==> config.mk <==
export PLATFORM = sky130hd
export DESIGN_NAME = animation_frame_sequencer_core
export DESIGN_NICKNAME = d
export VERILOG_FILES = /design/src/design/afs_pkg.sv /design/src/design/animation_frame_sequencer_core.sv /design/src/design/afs_divider.sv /design/src/design/afs_frame_step.sv
export SDC_FILE = /design/constraint.sdc
export NUM_CORES = 1
export LEC_CHECK = 0
export BUFFER_PORTS_ARGS = -buffer_cell sky130_fd_sc_hd__buf_2
export CORE_AREA = 2 2 206 208
export CTS_CLUSTER_DIAMETER = 40
export DETAILED_ROUTE_END_ITERATION = 7
export DIE_AREA = 0 0 208 210
export PLACE_DENSITY = 0.67
export SLEW_MARGIN = 15
export SYNTH_ARGS = -nofsm -noshare
export SYNTH_HDL_FRONTEND = slang
export SYNTH_SLANG_ARGS = --single-unit
==> constraint.sdc <==
create_clock -name i_clk -period 11.78 [get_ports i_clk]
set_clock_uncertainty 0.1 [all_clocks]
set_input_delay 0 -clock i_clk [delete_from_list [all_inputs] [get_ports i_clk]]
set_output_delay 0 -clock i_clk [all_outputs]
set_load 0.02 [all_outputs]
==> src/design/afs_pkg.sv <==
// ----------------------------------------------------------------------------
// afs_pkg
// Shared types and constants of the animation frame sequencer.
// ----------------------------------------------------------------------------
`default_nettype none

package afs_pkg;

    localparam int KIND_W      = 2;
    localparam int DT_W        = 16;
    localparam int FT_W        = 9;
    localparam int DUR_W       = 20;
    localparam int DIR_W       = 2;
    localparam int STAT_W      = 2;
    localparam int OUT_FRAME_W = 8;
    localparam int SCALED_W    = 26;
    localparam int CFG_IDX_W   = 3;
    localparam int CFG_DATA_W  = 20;

    localparam logic [DUR_W-1:0] DELAY_MAX = {DUR_W{1'b1}};

    // item kinds
    localparam logic [KIND_W-1:0] KIND_TICK  = 2'd0;
    localparam logic [KIND_W-1:0] KIND_PLAY  = 2'd1;
    localparam logic [KIND_W-1:0] KIND_PAUSE = 2'd2;
    localparam logic [KIND_W-1:0] KIND_STOP  = 2'd3;

    // play directions
    localparam logic [DIR_W-1:0] DIR_FWD      = 2'd0;
    localparam logic [DIR_W-1:0] DIR_REV      = 2'd1;
    localparam logic [DIR_W-1:0] DIR_PINGPONG = 2'd2;
    localparam logic [DIR_W-1:0] DIR_PONGPING = 2'd3;

    // run status codes
    localparam logic [STAT_W-1:0] STAT_PLAYING = 2'd0;
    localparam logic [STAT_W-1:0] STAT_PAUSED  = 2'd1;
    localparam logic [STAT_W-1:0] STAT_ENDED   = 2'd2;

    // configuration register indexes
    localparam logic [CFG_IDX_W-1:0] CFG_FRAME_TOTAL    = 3'd0;
    localparam logic [CFG_IDX_W-1:0] CFG_CYCLE_DURATION = 3'd1;
    localparam logic [CFG_IDX_W-1:0] CFG_START_DELAY    = 3'd2;
    localparam logic [CFG_IDX_W-1:0] CFG_PLAY_DIRECTION = 3'd3;
    localparam logic [CFG_IDX_W-1:0] CFG_REPEAT_ENABLE  = 3'd4;

    typedef struct packed {
        logic                start;
        logic [SCALED_W-1:0] dividend;
        logic [DUR_W-1:0]    divisor;
    } t_div_req;

    typedef struct packed {
        logic                done;
        logic [SCALED_W-1:0] quot;
        logic [DUR_W-1:0]    rem;
    } t_div_rsp;

    function automatic logic [STAT_W-1:0] run_status(input logic playing,
                                                     input logic ended);
        logic [STAT_W-1:0] s;
        if (playing) begin
            s = STAT_PLAYING;
        end else if (!ended) begin
            s = STAT_PAUSED;
        end else begin
            s = STAT_ENDED;
        end
        return s;
    endfunction

endpackage

`default_nettype wire

==> src/design/animation_frame_sequencer_core.sv <==
// ----------------------------------------------------------------------------
// animation_frame_sequencer_core
// Frame sequencer (forward, reverse, ping-pong, pong-ping): ticks and
// play/pause/stop items in, one frame index and run status out per item.
// ----------------------------------------------------------------------------
// Play, pause, stop and idle or delay-filling ticks are answered straight from
// idle. A frame-advancing tick accumulates, runs the shared divider, runs it
// again with repeat on to fold the step count by the sequence period, then makes
// one frame step per cycle (at most 4 * frame count steps). Throughput: one item at a time.
// Reset: synchronous active low; reset registers take their listed values and
// the ended flag is set; the output frame and status registers are not reset.
`default_nettype none

module animation_frame_sequencer_core #(
    parameter int MAX_FRAMES = 256
) (
    input  wire logic                           i_clk,
    input  wire logic                           i_rst_n,
    input  wire logic                           i_cfg_we,
    input  wire logic [afs_pkg::CFG_IDX_W-1:0]  i_cfg_index,
    input  wire logic [afs_pkg::CFG_DATA_W-1:0] i_cfg_data,
    input  wire logic                           i_in_valid,
    output logic                                o_in_ready,
    input  wire logic [afs_pkg::KIND_W-1:0]     i_kind,
    input  wire logic [afs_pkg::DT_W-1:0]       i_tick_time,
    output logic                                o_out_valid,
    input  wire logic                           i_out_ready,
    output logic [afs_pkg::OUT_FRAME_W-1:0]     o_frame_index,
    output logic [afs_pkg::STAT_W-1:0]          o_run_status
);
    import afs_pkg::*;

    localparam int FT_MAX = (1 << FT_W) - 1;
    localparam int N_MAX  = (MAX_FRAMES < FT_MAX) ? MAX_FRAMES : FT_MAX;
    localparam int NW     = $clog2(N_MAX + 1);
    localparam int FW     = $clog2(N_MAX);
    localparam int PW     = NW + 1;

    localparam logic [2:0] S_IDLE = 3'd0;
    localparam logic [2:0] S_ACC  = 3'd1;
    localparam logic [2:0] S_QGO  = 3'd2;
    localparam logic [2:0] S_QUOT = 3'd3;
    localparam logic [2:0] S_FOLD = 3'd4;
    localparam logic [2:0] S_MOD  = 3'd5;
    localparam logic [2:0] S_STEP = 3'd6;

    // configuration
    logic [FT_W-1:0]     r_frame_total;
    logic [DUR_W-1:0]    r_cycle_duration;
    logic [DUR_W-1:0]    r_start_delay;
    logic [DIR_W-1:0]    r_play_direction;
    logic                r_repeat_enable;

    // sequencer state
    logic [2:0]          r_state,    n_state;
    logic [FW-1:0]       r_frame,    n_frame;
    logic [SCALED_W-1:0] r_scaled,   n_scaled;
    logic [DUR_W-1:0]    r_delay,    n_delay;
    logic                r_playing,  n_playing;
    logic                r_ended,    n_ended;
    logic                r_bounce,   n_bounce;
    logic [SCALED_W-1:0] r_steps,    n_steps;
    logic [DT_W-1:0]     r_dt,       n_dt;
    logic                r_out_valid;
    logic [OUT_FRAME_W-1:0] r_out_frame;
    logic [STAT_W-1:0]   r_out_stat;

    logic [NW-1:0]       n_count;
    logic [FW-1:0]       last;
    logic [PW-1:0]       period;
    logic [DUR_W-1:0]    dur;
    logic [FW-1:0]       halt_frame;
    logic [DUR_W:0]      delay_sum;
    logic                accept;
    logic                emit;

    logic [FW-1:0]       step_frame;
    logic                step_bounce;
    logic                step_end;

    t_div_req            div_req;
    t_div_rsp            div_rsp;

    afs_divider u_div (
        .i_clk   (i_clk),
        .i_rst_n (i_rst_n),
        .i_req   (div_req),
        .o_rsp   (div_rsp)
    );

    afs_frame_step #(.FW(FW)) u_step (
        .i_frame  (r_frame),
        .i_last   (last),
        .i_dir    (r_play_direction),
        .i_bounce (r_bounce),
        .o_frame  (step_frame),
        .o_bounce (step_bounce),
        .o_at_end (step_end)
    );

    always_comb begin
        if (r_frame_total == '0) begin
            n_count = NW'(1);
        end else if (32'(r_frame_total) > N_MAX) begin
            n_count = NW'(N_MAX);
        end else begin
            n_count = NW'(r_frame_total);
        end
    end

    assign last       = FW'(n_count - 1'b1);
    assign period     = r_play_direction[1] ? {n_count, 1'b0} : {1'b0, n_count};
    assign dur        = (r_cycle_duration == '0) ? DUR_W'(1) : r_cycle_duration;
    assign halt_frame = (r_play_direction == DIR_FWD || r_play_direction == DIR_PINGPONG)
                        ? '0 : last;
    assign delay_sum  = {1'b0, r_delay} + (DUR_W + 1)'(i_tick_time);

    assign o_in_ready = (r_state == S_IDLE) && (!r_out_valid || i_out_ready);
    assign accept     = i_in_valid && o_in_ready;

    always_comb begin
        div_req.start    = 1'b0;
        div_req.dividend = r_scaled;
        div_req.divisor  = dur;
        if (r_state == S_QGO) begin
            div_req.start = 1'b1;
        end else if (r_state == S_FOLD) begin
            div_req.start    = r_repeat_enable
                               && (r_steps > (SCALED_W'(period) << 1));
            div_req.dividend = r_steps - SCALED_W'(period);
            div_req.divisor  = DUR_W'(period);
        end
    end

    always_comb begin
        n_state   = r_state;
        n_frame   = r_frame;
        n_scaled  = r_scaled;
        n_delay   = r_delay;
        n_playing = r_playing;
        n_ended   = r_ended;
        n_bounce  = r_bounce;
        n_steps   = r_steps;
        n_dt      = r_dt;
        emit      = 1'b0;
        unique case (r_state)
            S_IDLE: begin
                if (accept) begin
                    unique case (i_kind)
                        KIND_TICK: begin
                            if (!r_playing) begin
                                emit = 1'b1;
                            end else if (r_delay < r_start_delay) begin
                                n_delay = delay_sum[DUR_W] ? DELAY_MAX
                                                           : delay_sum[DUR_W-1:0];
                                emit    = 1'b1;
                            end else begin
                                if (r_frame > last) begin
                                    n_frame = last;
                                end
                                n_dt    = i_tick_time;
                                n_state = S_ACC;
                            end
                        end
                        KIND_PLAY: begin
                            n_playing = 1'b1;
                            n_ended   = 1'b0;
                            emit      = 1'b1;
                        end
                        KIND_PAUSE: begin
                            n_playing = 1'b0;
                            emit      = 1'b1;
                        end
                        default: begin
                            n_scaled  = '0;
                            n_frame   = halt_frame;
                            n_playing = 1'b0;
                            n_ended   = 1'b1;
                            n_bounce  = 1'b0;
                            emit      = 1'b1;
                        end
                    endcase
                end
            end
            S_ACC: begin
                n_scaled = r_scaled + SCALED_W'(r_dt) * SCALED_W'(n_count);
                n_state  = S_QGO;
            end
            S_QGO: begin
                n_state = S_QUOT;
            end
            S_QUOT: begin
                if (div_rsp.done) begin
                    n_steps  = div_rsp.quot;
                    n_scaled = SCALED_W'(div_rsp.rem);
                    n_state  = S_FOLD;
                end
            end
            S_FOLD: begin
                n_state = div_req.start ? S_MOD : S_STEP;
            end
            S_MOD: begin
                if (div_rsp.done) begin
                    n_steps = SCALED_W'(period) + SCALED_W'(div_rsp.rem);
                    n_state = S_STEP;
                end
            end
            S_STEP: begin
                if (r_steps == '0) begin
                    emit    = 1'b1;
                    n_state = S_IDLE;
                end else begin
                    n_frame  = step_frame;
                    n_bounce = step_bounce;
                    n_steps  = r_steps - 1'b1;
                    if (step_end) begin
                        n_delay = '0;
                        if (!r_repeat_enable) begin
                            n_scaled  = '0;
                            n_frame   = halt_frame;
                            n_playing = 1'b0;
                            n_ended   = 1'b1;
                            n_bounce  = 1'b0;
                            emit      = 1'b1;
                            n_state   = S_IDLE;
                        end
                    end
                end
            end
            default: begin
                n_state = S_IDLE;
            end
        endcase
    end

    always_ff @(posedge i_clk) begin
        if (!i_rst_n) begin
            r_frame_total    <= FT_W'(1);
            r_cycle_duration <= DUR_W'(1);
            r_start_delay    <= '0;
            r_play_direction <= DIR_FWD;
            r_repeat_enable  <= 1'b0;
            r_state          <= S_IDLE;
            r_frame          <= '0;
            r_scaled         <= '0;
            r_delay          <= '0;
            r_playing        <= 1'b0;
            r_ended          <= 1'b1;
            r_bounce         <= 1'b0;
            r_out_valid      <= 1'b0;
        end else begin
            if (i_cfg_we) begin
                unique case (i_cfg_index)
                    CFG_FRAME_TOTAL:    r_frame_total    <= i_cfg_data[FT_W-1:0];
                    CFG_CYCLE_DURATION: r_cycle_duration <= i_cfg_data[DUR_W-1:0];
                    CFG_START_DELAY:    r_start_delay    <= i_cfg_data[DUR_W-1:0];
                    CFG_PLAY_DIRECTION: r_play_direction <= i_cfg_data[DIR_W-1:0];
                    CFG_REPEAT_ENABLE:  r_repeat_enable  <= i_cfg_data[0];
                    default: ;
                endcase
            end
            r_state   <= n_state;
            r_frame   <= n_frame;
            r_scaled  <= n_scaled;
            r_delay   <= n_delay;
            r_playing <= n_playing;
            r_ended   <= n_ended;
            r_bounce  <= n_bounce;
            if (emit) begin
                r_out_valid <= 1'b1;
            end else if (i_out_ready) begin
                r_out_valid <= 1'b0;
            end
        end
    end

    always_ff @(posedge i_clk) begin
        r_steps <= n_steps;
        r_dt    <= n_dt;
        if (emit) begin
            r_out_frame <= OUT_FRAME_W'(n_frame);
            r_out_stat  <= run_status(n_playing, n_ended);
        end
    end

    assign o_out_valid   = r_out_valid;
    assign o_frame_index = r_out_frame;
    assign o_run_status  = r_out_stat;

`ifndef SYNTHESIS
    a_play_not_ended: assert property (@(posedge i_clk) disable iff (!i_rst_n)
        !(r_playing && r_ended))
        else $error("playing while ended");

    a_frame_in_range: assert property (@(posedge i_clk) disable iff (!i_rst_n)
        (r_state == S_STEP) |-> (r_frame <= last))
        else $error("frame beyond last while stepping");

    a_steps_folded: assert property (@(posedge i_clk) disable iff (!i_rst_n)
        (r_state == S_STEP && r_repeat_enable) |-> (r_steps <= (SCALED_W'(period) << 1)))
        else $error("step count not folded by period");

    a_div_done_waiting: assert property (@(posedge i_clk) disable iff (!i_rst_n)
        div_rsp.done |-> (r_state == S_QUOT || r_state == S_MOD))
        else $error("divider result outside a wait state");
`endif

endmodule

`default_nettype wire

==> src/design/afs_divider.sv <==
// ----------------------------------------------------------------------------
// afs_divider
// Shared restoring divider, one quotient bit per cycle.
// ----------------------------------------------------------------------------
`default_nettype none

module afs_divider (
    input  wire logic              i_clk,
    input  wire logic              i_rst_n,
    input  wire afs_pkg::t_div_req i_req,
    output afs_pkg::t_div_rsp      o_rsp
);
    import afs_pkg::*;

    localparam int CNT_W = $clog2(SCALED_W);
    localparam logic [CNT_W-1:0] CNT_LAST = CNT_W'(SCALED_W - 1);

    logic                r_busy;
    logic                r_done;
    logic [CNT_W-1:0]    r_cnt;
    logic [SCALED_W-1:0] r_quo;
    logic [DUR_W-1:0]    r_rem;
    logic [DUR_W-1:0]    r_dvs;

    logic [DUR_W:0]      shifted;
    logic [DUR_W:0]      diff;
    logic                ge;

    assign shifted = {r_rem, r_quo[SCALED_W-1]};
    assign diff    = shifted - {1'b0, r_dvs};
    assign ge      = (shifted >= {1'b0, r_dvs});

    always_ff @(posedge i_clk) begin
        if (!i_rst_n) begin
            r_busy <= 1'b0;
            r_done <= 1'b0;
            r_cnt  <= '0;
        end else begin
            r_done <= 1'b0;
            if (i_req.start) begin
                r_busy <= 1'b1;
                r_cnt  <= '0;
            end else if (r_busy) begin
                r_cnt <= r_cnt + 1'b1;
                if (r_cnt == CNT_LAST) begin
                    r_busy <= 1'b0;
                    r_done <= 1'b1;
                end
            end
        end
    end

    always_ff @(posedge i_clk) begin
        if (i_req.start) begin
            r_quo <= i_req.dividend;
            r_rem <= '0;
            r_dvs <= i_req.divisor;
        end else if (r_busy) begin
            r_rem <= ge ? diff[DUR_W-1:0] : shifted[DUR_W-1:0];
            r_quo <= {r_quo[SCALED_W-2:0], ge};
        end
    end

    assign o_rsp.done = r_done;
    assign o_rsp.quot = r_quo;
    assign o_rsp.rem  = r_rem;

endmodule

`default_nettype wire

==> src/design/afs_frame_step.sv <==
// ----------------------------------------------------------------------------
// afs_frame_step
// One frame step in the selected direction, with bounce and end detection.
// ----------------------------------------------------------------------------
`default_nettype none

module afs_frame_step #(
    parameter int FW = 8
) (
    input  wire logic [FW-1:0]             i_frame,
    input  wire logic [FW-1:0]             i_last,
    input  wire logic [afs_pkg::DIR_W-1:0] i_dir,
    input  wire logic                      i_bounce,
    output logic      [FW-1:0]             o_frame,
    output logic                           o_bounce,
    output logic                           o_at_end
);
    import afs_pkg::*;

    logic up;

    always_comb begin
        unique case (i_dir)
            DIR_FWD:      up = 1'b1;
            DIR_REV:      up = 1'b0;
            DIR_PINGPONG: up = !i_bounce;
            default:      up = i_bounce;
        endcase
    end

    always_comb begin
        o_frame  = i_frame;
        o_bounce = i_bounce;
        o_at_end = 1'b0;
        if (up) begin
            if (i_frame >= i_last) begin
                if (i_dir == DIR_FWD) begin
                    o_frame  = '0;
                    o_at_end = 1'b1;
                end else if (i_dir == DIR_PINGPONG) begin
                    o_frame  = i_last;
                    o_bounce = 1'b1;
                end else begin
                    o_frame  = i_last;
                    o_bounce = 1'b0;
                    o_at_end = 1'b1;
                end
            end else begin
                o_frame = i_frame + 1'b1;
            end
        end else begin
            if (i_frame == '0) begin
                if (i_dir == DIR_REV) begin
                    o_frame  = i_last;
                    o_at_end = 1'b1;
                end else if (i_dir == DIR_PONGPING) begin
                    o_frame  = '0;
                    o_bounce = 1'b1;
                end else begin
                    o_frame  = '0;
                    o_bounce = 1'b0;
                    o_at_end = 1'b1;
                end
            end else begin
                o_frame = i_frame - 1'b1;
            end
        end
    end

endmodule

`default_nettype wire
==> results of run 1 <==
-- synth_stat cells, drive strengths merged (11+ instances only) --
| library cell | number | area share [%] |
|---|---|---|
| a211oi | 33 | 1.2 |
| a21o | 23 | 0.83 |
| a21oi | 160 | 3.9 |
| a22oi | 23 | 0.83 |
| a31oi | 22 | 0.80 |
| and2 | 104 | 3.1 |
| and3 | 17 | 0.51 |
| buf | 29 | 0.67 |
| clkbuf | 84 | 1.5 |
| dfxtp | 140 | 13 |
| edfxtp | 98 | 14 |
| fa | 124 | 12 |
| ha | 159 | 9.5 |
| inv | 247 | 4.4 |
| mux2 | 29 | 1.6 |
| mux2i | 21 | 1.0 |
| nand2 | 310 | 5.6 |
| nand2b | 26 | 0.78 |
| nand3 | 57 | 1.4 |
| nand4 | 13 | 0.39 |
| nor2 | 170 | 3.1 |
| nor2b | 31 | 0.97 |
| nor3 | 44 | 1.1 |
| nor4 | 18 | 0.64 |
| o211ai | 13 | 0.49 |
| o21a | 25 | 0.90 |
| o21ai | 123 | 3.0 |
| o21bai | 11 | 0.40 |
| o221ai | 13 | 0.55 |
| o2bb2ai | 13 | 0.55 |
| or3 | 21 | 0.65 |
| xnor2 | 58 | 2.4 |
| xor2 | 46 | 1.9 |
-- cell usage in the layout (no fill, tap or decap), types with 46 or more instances in the layout --
cell / instances
a21oi_1: 159
and2_1: 102
buf_2: 57
clkbuf_16: 47
dfxtp_1: 140
dlygate4sd3_1: 49
edfxtp_1: 98
fa_1: 124
ha_1: 159
inv_1: 247
nand2_1: 309
nand3_1: 57
nor2_1: 169
o21ai_0: 120
xnor2_1: 58
xor2_1: 46
-- logic make-up after synthesis --
family / Yosys count / synth area share [%]
simple gates: 852 / 19.73
flops: 238 / 27.53
fa+ha+maj: 283 / 21.43
compound gates: 560 / 17.69
xor+xnor: 104 / 4.365
mux: 50 / 2.572
buf+inv: 363 / 6.679
-- worst min-delay path by stage --
stage | end | slack [ns] | cells past startpoint
after detailed placement | r_dt[0]$_DFFE_PP_ | 0.12 | 1
after global routing | r_dt[7]$_DFFE_PP_ | 0.09 | 2
after global placement | r_dt[0]$_DFFE_PP_ | 0.12 | 1
after CTS | r_dt[0]$_DFFE_PP_ | 0.06 | 2
after floorplan | r_dt[0]$_DFFE_PP_ | -0.001 | 0
final | r_dt[7]$_DFFE_PP_ | 0.1 | 2
-- layout make-up --
type	instances	area (µm²)
clock buffer	52	1215
tap	539	674.4
inverter	250	938.4
sequential	238	5746
multi-input combinational	1849	13760
timing repair buffer	129	968.4
fill	3739	17790
clock inverter	32	380.4
-- power by group --
part	leakage, nW	total [W]	internal (W)	switching, W
combinational	7.30	0.000491	0.000205	0.000286
clock	0.763	0.00135	0.000847	0.000503
sequential	2.02	0.000962	0.000885	0.0000770
-- worst max-delay path, cell delays in order (launching register included) --
cell and delay, ns:
dfxtp_1 0.34, nor3_1 0.35, nand3_1 0.15, a21oi_1 0.17
buf_4 0.28, nand2_1 0.11, fa_1 0.50, inv_1 0.05
fa_1 0.52, fa_1 0.45, fa_1 0.54, inv_1 0.05
fa_1 0.49, inv_1 0.04, ha_1 0.35, and2_1 0.21
a221o_1 0.31, a21oi_1 0.21, o22ai_1 0.15, o32ai_1 0.32
xnor2_1 0.19, mux2_2 0.36, a21oi_1 0.13
-- registers in the layout, summed over array words and instances (netlist names), 2 cells and up --
name and count:
o_frame_index 8, o_run_status 2, r_cycle_duration 20, r_delay 20, r_dt 16, r_frame 8
r_frame_total 9, r_play_direction 2, r_scaled 26, r_start_delay 20, r_state 3, r_steps 26
u_div.r_cnt 5, u_div.r_dvs 20, u_div.r_quo 26, u_div.r_rem 20
-- through the flow --
step / worst slack (ns) / power [W] / instance area (µm²) / utilization [%]
global route: 4.846 / 0.002912 / 23680 / 57.10
CTS: 5.275 / 0.002806 / 23650 / 57.03
floorplan: 5.377 / 0.001294 / 20870 / -
detailed placement: 5.314 / 0.001444 / 21570 / 52.00
global placement: 5.484 / 0.001432 / 21570 / 52.00
finish: 5.272 / 0.002803 / 23680 / 57.10
-- timing repair --
item / in CTS / in global routing
hold buffers: 49 / 0
endpoints found under the setup margin: 0 / 0
hold endpoints to repair: 102 / 0
-- layer usage --
metal | up-vias | part of all wire (%) | routed length [µm]
met5 | - | 0 | 0
met4 | 0 | 4.7 | 2946
met3 | 173 | 6.6 | 4080
met2 | 704 | 46 | 28860
met1 | 8869 | 42 | 26170
li1 | 8640 | - | -
==> impl_metrics.ini, run 1 <==
[run_status]
status = finished, final reports clean

[drt]
vias = 18390
wirelength_um = 62060
dr.pass1.iters = 6
ant_nets = 0
post_drt_wl_per_cell_um = 20.09
drt_iter0_drc = 1662
drc_errors = 0
vias_per_cell = 5.952

[clock_tree]
root_buffer = clkbuf_16
cts_buffers = 45
cts_tree = yes
postCtsSetupBuffers = 0
cts_resized = 0
cts.clk_slew.worst_paths_ns = 0.06
clk_path_buf_depth = 3
clock_sinks = 238
h-tree-depth = 2
insertion_delay_ns = 0.60

[synthesis]
synthCells = 2450
synthArstFlopShare_pct = 0
synthFlopType = dfxtp_1
synth_seq_area_share_pct = 27.53
syn-num-nets = 2779
ys_warn_count = 0
synth_area_per_cell_um2 = 8.517
synth_area_um2 = 20870
ys_types = 91
ys_ff_latch = 238
synth-edff-count = 98

[worst_setup_path]
critPathLaunchType = register
path_class = reg -> reg
cp-end-kind = register
rr_endpoint = r_scaled[25]$_SDFFE_PN0P_
r2r_setup_slack_ns = 5.27
path_max_fanout = 20
cp-startpoint = r_frame_total[5]$_SDFFE_PN0P_
reg2regPathDepth = 22
cp.arrival_ns = 6.90
worstReg2RegStart = r_frame_total[5]$_SDFFE_PN0P_
crit_end = r_scaled[25]$_SDFFE_PN0P_
crit_required_ns = 12.17

[timing]
post-route-period-util_pct = 55.25
setup_viol = 0
clock.fmax_ghz = 0.1537
slew_viol_final = 0
hold_viol = 0
slew_headroom_pct = 27.05
rsz0062_at_grt = false
fin_tns_setup_ns = 0
min_period_ns = 6.508
holdWs_ns = 0.09534
tightest_slew_ns = 1.087

[global_routing]
antenna_found_initial = 0
grt_util_met1_pct = 37.41
first_global_vias = 18000
grt.overflow.total = 0
grt_pass1_wl_um = 98830
grt.total_usage_pct = 28.44
grt_max_degree = 65
busiest_layer = met2
met3_usage_pct = 4.514
grt_use_met2_pct = 46.45

[power]
vdd.ir_drop.worst_v = 0.0001313
leakagePower_nw = 10.09
p_per_area_nw_per_um2 = 118.3

[floorplanning]
core_um2 = 41480
initial_core_util_pct = 50.31
dieArea_um2 = 43680
fp.dieH_um = 210
die_w_um = 208
ios = 58
rows = 75

[placement]
post-place-cells = 2955
port_buffers = 57
hpwl_um = 46970
place_congestion = 0.9343

[worst_hold_path]
min_from = i_tick_time[7]
hp-class = in -> reg

[finish]
fin_cells = 3089
antenna_cells = 0
synthToLayoutAreaGrowth_pct = 13.50
nets = 2842
drive_above_1_share_pct = 8.627

[flow_run]
drv_cap = 0
Power figures use the tool's default switching activity.
==> run 2, diff against run 1 <==
PLACE_DENSITY = 0.69   (was 0.67)
clock period = 5.3 ns   (was 11.78 ns; I/O delays follow)
==> run 2 against run 1 <==
Against the previous run:
- sequential cell count unchanged
- global-route usage is 1.3 points higher
- non-clock buffer count is 132 higher
- utilization increased by 3.4 points
- combinational power increased to 2.5 times the previous value
- routed wire length grew 5.8%
- register-to-register slack got worse by 5.8 ns
- sequential power up 120%
- die area unchanged
- maximum frequency rose by 12%
- sequential share of layout area is 1.3 points lower
- the run now ends with negative setup slack left
==> impl_metrics.ini, run 2 (synthesis results as in run 1) <==
[global_routing]
grt_pass1_wl_um = 102700
antenna_found_initial = 0
grt.overflow.total = 0
grt.total_usage_pct = 29.78
grt_max_degree = 74
first_global_vias = 18850

[finish]
ff_latch_area_um2 = 5756
mostFrequentLayoutCells = nand2_1, inv_1, nor2_1, ha_1, a21oi_1
n_fill_cell = 3602
multi_input_comb_area_um2 = 14270
utilization_pct = 60.47
antenna_cells = 0
nets = 2973
final_common_cell = nand2_1
top_regs = r_scaled x26, r_steps x26, u_div.r_quo x26
drive_above_1_share_pct = 16.39
synthToLayoutAreaGrowth_pct = 20.20

[run_status]
violations = negative setup slack
status = finished with violations

[timing]
rsz0062_at_grt = true
slew_headroom_pct = 26.55
layout_setup_ws_ns = -0.4966
post-route-period-util_pct = 109.4
clock.fmax_ghz = 0.1725
setup_viol = 19
holdWs_ns = 0.05756
slew_viol_final = 0
min_period_ns = 5.797
tightest_slew_ns = 1.093
hold_viol = 0

[floorplanning]
fp.dieH_um = 210
ios = 58
rows = 75
dieArea_um2 = 43680
initial_core_util_pct = 50.31
die_w_um = 208
core_um2 = 41480

[drt]
ant_nets = 0
vias = 19030
drc_errors = 0
drt_iter0_drc = 1328
wirelength_um = 65640
dr.pass1.iters = 7
post_drt_wl_per_cell_um = 20.40
vias_per_cell = 5.915

[power]
p_clk_share_pct = 45.1
power_switching_share_pct = 31.66
pwr-share-seq_pct = 34.8
leakagePower_nw = 10.73
pwr-share-comb_pct = 20.1
internal_power_w = 0.004201
vdd.ir_drop.worst_v = 0.0002618
p_per_area_nw_per_um2 = 245.0
p_switching_w = 0.001946

[worst_setup_path]
worstReg2RegStart = r_frame_total[2]$_SDFFE_PN0P_
cp-end-kind = register
critPathLaunchType = register
cp.arrival_ns = 6.18
path_class = reg -> reg
r2r_setup_slack_ns = -0.50
rr_endpoint = r_scaled[25]$_SDFFE_PN0P_
crit_end = r_scaled[25]$_SDFFE_PN0P_
reg2regPathDepth = 24
cp-startpoint = r_frame_total[2]$_SDFFE_PN0P_
crit_required_ns = 5.68
path_max_fanout = 5

[clock_tree]
h-tree-depth = 2
root_buffer = clkbuf_16
cts_tree = yes
insertion_delay_ns = 0.57
clock_sinks = 238
clk_path_buf_depth = 3
cts.clk_slew.worst_paths_ns = 0.06
cts_buffers = 44

[placement]
hpwl_um = 49470
port_buffers = 57
place_congestion = 0.9455

[worst_hold_path]
hp-class = in -> reg

[flow_run]
drv_cap = 0
[run 2: layout make-up]
| cell class | instances | share of cell area [%] |
|---|---|---|
| Clock inverter | 27 | 0.9079 |
| Multi-Input combinational cell | 1849 | 56.88 |
| Timing Repair Buffer | 261 | 7.936 |
| Clock buffer | 53 | 4.898 |
| Sequential cell | 238 | 22.95 |
| Inverter | 250 | 3.741 |
| Tap cell | 539 | 2.689 |
[run 2: power by group through the flow]
stage / clock [W] / combinational [W] / sequential (W)
floorplan: 0 / 0.000829 / 0.00207
global placement: 0 / 0.00111 / 0.00216
detailed placement: 0 / 0.00114 / 0.00216
CTS: 0.00279 / 0.00120 / 0.00213
global route: 0.00287 / 0.00137 / 0.00213
finish: 0.00277 / 0.00124 / 0.00214
[run 2: worst min path at each step]
stage                               from              endpoint  slack, ns  depth (start not counted)
after floorplan           i_tick_time[0]     r_dt[0]$_DFFE_PP_     -0.001                          0
after global placement    i_tick_time[5]     r_dt[5]$_DFFE_PP_       0.10                          1
after detailed placement  i_tick_time[5]     r_dt[5]$_DFFE_PP_       0.11                          1
after CTS                      i_kind[1]  r_playing$_SDFF_PN0_       0.01                          5
after global routing           i_kind[1]  r_playing$_SDFF_PN0_       0.08                          5
final                          i_kind[1]  r_playing$_SDFF_PN0_       0.06                          5
[run 2: layer usage]
metal	track usage [%]	vias up	share of wire [%]
li1	-	8909	-
met1	38.97	9242	42
met2	48.64	711	46
met3	4.038	167	6.3
met4	14.99	0	5.1
met5	0	-	0
[run 2: worst max-delay path, stage by stage, from the launching register on]
cell and delay [ns]:
dfxtp_4 0.35, nor3_4 0.20, nand3_2 0.13, a21oi_4 0.22, buf_6 0.16, buf_4 0.11
nand2_2 0.05, fa_1 0.51, inv_1 0.05, fa_1 0.52, fa_2 0.45, fa_1 0.49
inv_1 0.05, fa_1 0.50, inv_2 0.05, ha_4 0.25, and4_4 0.21, and3_4 0.18
o211ai_1 0.07, buf_4 0.16, a21oi_4 0.14, o32ai_2 0.11, xnor2_1 0.22, mux2_4 0.33
a21oi_2 0.11
[run 2: what timing repair did]
item                                    CTS  global route
hold buffers                             48             0
buffers inserted                          9             5
pin swaps                                46            30
endpoints found under the setup margin   19            35
endpoints found under the hold margin    99             0
cloned                                    1             1
resized for setup                        54            62
[run 2: metrics by stage]
stage	worst slack (ns)	cells	power (W)	area (µm²)	TNS, ns
2_1_floorplan	-0.4126	2450	0.002897	21040	-2.030
3_3_place_gp	-0.5187	3074	0.003269	22610	-6.114
3_5_place_dp	-0.6579	3074	0.003301	22610	-8.005
4_1_cts	-0.5101	3212	0.006118	24840	-6.107
5_1_grt	-0.6656	3217	0.006370	25080	-9.614
6_report	-0.4966	3217	0.006146	25080	-5.915
==> run 3, diff against run 2 <==
CTS_CLUSTER_SIZE = 14   (was default)
SETUP_SLACK_MARGIN = 0.02   (was default)
==> run 3 against run 2 <==
Against the previous run:
- the flow still finishes with violations (negative setup slack)
- first-iteration DRC count rose by 12%
- highest routed layer unchanged
- global-route usage rose by 0.33 points
- sequential share of layout area fell by 0.36 points
- maximum frequency barely moved
- clock power rose by 15%
- critical endpoint unchanged
- die area did not move
- non-clock buffer count rose by 4
- combinational power barely moved
- via count barely moved
==> impl_metrics.ini, run 3 (synthesis results as in run 1) <==
[run_status]
status = finished with violations
violations = negative setup slack

[timing]
post-route-period-util_pct = 109.3
hold_viol = 0
setup_viol = 17
clock.fmax_ghz = 0.1726
fin_tns_setup_ns = -4.630
holdWs_ns = 0.06168
slew_viol_final = 0
layout_setup_ws_ns = -0.4925
rsz0062_at_grt = true
min_period_ns = 5.792
slew_headroom_pct = 27.21
tightest_slew_ns = 1.088

[worst_setup_path]
path_class = reg -> reg
reg2regPathDepth = 22
cpPeakStageDelay_ns = 0.51
cp_cell_sequence = nor3_4 > nand3_2 > a21oi_4 > buf_6 > nand2_2 > fa_1 > inv_1 > fa_1 > fa_1 > fa_1 > inv_2 > fa_1 > inv_2 > ha_4 > and2_4 > a221o_1 > a21oi_2 > o22ai_2 > o32ai_2 > xnor2_1 > mux2_2 > a21oi_2
worstReg2RegStart = r_frame_total[7]$_SDFFE_PN0P_
crit_buf_inv = 4
critPathLaunchType = register
rr_endpoint = r_scaled[25]$_SDFFE_PN0P_
cpMaxStageDelayCell = fa_1
crit_end = r_scaled[25]$_SDFFE_PN0P_
cp_common_cell = fa_1
crit_required_ns = 5.68
worst-path-stages = 22
cp-startpoint = r_frame_total[7]$_SDFFE_PN0P_
path_max_fanout = 5
cp-end-kind = register
critPathTopFamily = adder cells
cp.arrival_ns = 6.17
r2r_setup_slack_ns = -0.49

[power]
p_per_area_nw_per_um2 = 258.1
leakagePower_nw = 10.87
vdd.ir_drop.worst_v = 0.0002595
finalPower_w = 0.006570

[clock_tree]
root_buffer = clkbuf_16
insertion_delay_ns = 0.58
cts_tree = yes
cts.clk_slew.worst_paths_ns = 0.06
clock_sinks = 238
h-tree-depth = 2
clk_path_buf_depth = 3
cts_buffers = 45

[drt]
drt_iter0_drc = 1481
dr.pass1.iters = 6
post_drt_wl_per_cell_um = 20.62
ant_nets = 0
vias_per_cell = 5.904
wirelength_um = 66510
vias = 19040
drc_errors = 0

[flow_run]
drv_cap = 0

[floorplanning]
core_um2 = 41480
dieArea_um2 = 43680
die_w_um = 208
initial_core_util_pct = 50.31
fp.dieH_um = 210
rows = 75
ios = 58

[placement]
place_congestion = 0.9506
port_buffers = 57
place_area_um2 = 22600
dpl_worst_slack_ns = -0.6623
hpwl_um = 49690

[finish]
final_common_cell = nand2_1
antenna_cells = 0
mostFrequentLayoutCells = nand2_1, inv_1, nor2_1, a21oi_1, ha_1
top_regs = r_scaled x26, r_steps x26, u_div.r_quo x26
synthToLayoutAreaGrowth_pct = 22.00
drive_above_1_share_pct = 17.13
finalInstanceArea_um2 = 25460
nets = 2978

[global_routing]
grt_max_degree = 68
grt.total_usage_pct = 30.11
grt_pass1_wl_um = 104100
grt.overflow.total = 0
first_global_vias = 19060
antenna_found_initial = 0

[worst_hold_path]
hp-class = in -> reg
run 3: power breakdown:
group	switching, W	internal, W	total [W]
Sequential	0.000166	0.00197	0.00213
Clock	0.00112	0.00207	0.00318
Combinational	0.000698	0.000557	0.00126
run 3: metal layers:
layer,up-vias,global-route usage [%],wire length (µm)
met3,151,4.321,3853
met4,0,12.99,2715
met5,-,0,0
li1,8916,-,-
met2,663,50.03,31630
met1,9312,39.37,28300
run 3: through the flow:
step | utilization (%) | cells
2_1_floorplan | - | 2450
3_3_place_gp | 54.48 | 3071
3_5_place_dp | 54.48 | 3071
4_1_cts | 60.83 | 3224
5_1_grt | 61.38 | 3225
6_report | 61.38 | 3225
run 3: cell type report:
class / count / area, µm²
fillers: 3580 / 16020
inverters: 250 / 938.4
repair buffers: 265 / 2074
multi-input cells: 1849 / 14340
well taps: 539 / 674.4
clock buffers: 48 / 1157
clock inverters: 36 / 521.8
flip-flops and latches: 238 / 5749
run 3: repair_timing:
item,4_1_cts,5_1_grt
gates resized for setup,80,66
hold buffers,48,0
pin swaps,83,72
cloned,1,1
buffers inserted,23,5
endpoints found under the setup margin,19,66
endpoints found under the hold margin,100,0
run 3: worst min path at each step:
| stage | from | endpoint | depth (start not counted) |
|---|---|---|---|
| 2_1_floorplan | i_tick_time[0] | r_dt[0]$_DFFE_PP_ | 0 |
| 3_3_place_gp | i_tick_time[4] | r_dt[4]$_DFFE_PP_ | 1 |
| 3_5_place_dp | i_tick_time[4] | r_dt[4]$_DFFE_PP_ | 1 |
| 4_1_cts | i_tick_time[4] | r_dt[4]$_DFFE_PP_ | 2 |
| 5_1_grt | i_tick_time[4] | r_dt[4]$_DFFE_PP_ | 2 |
| 6_report | i_tick_time[4] | r_dt[4]$_DFFE_PP_ | 2 |
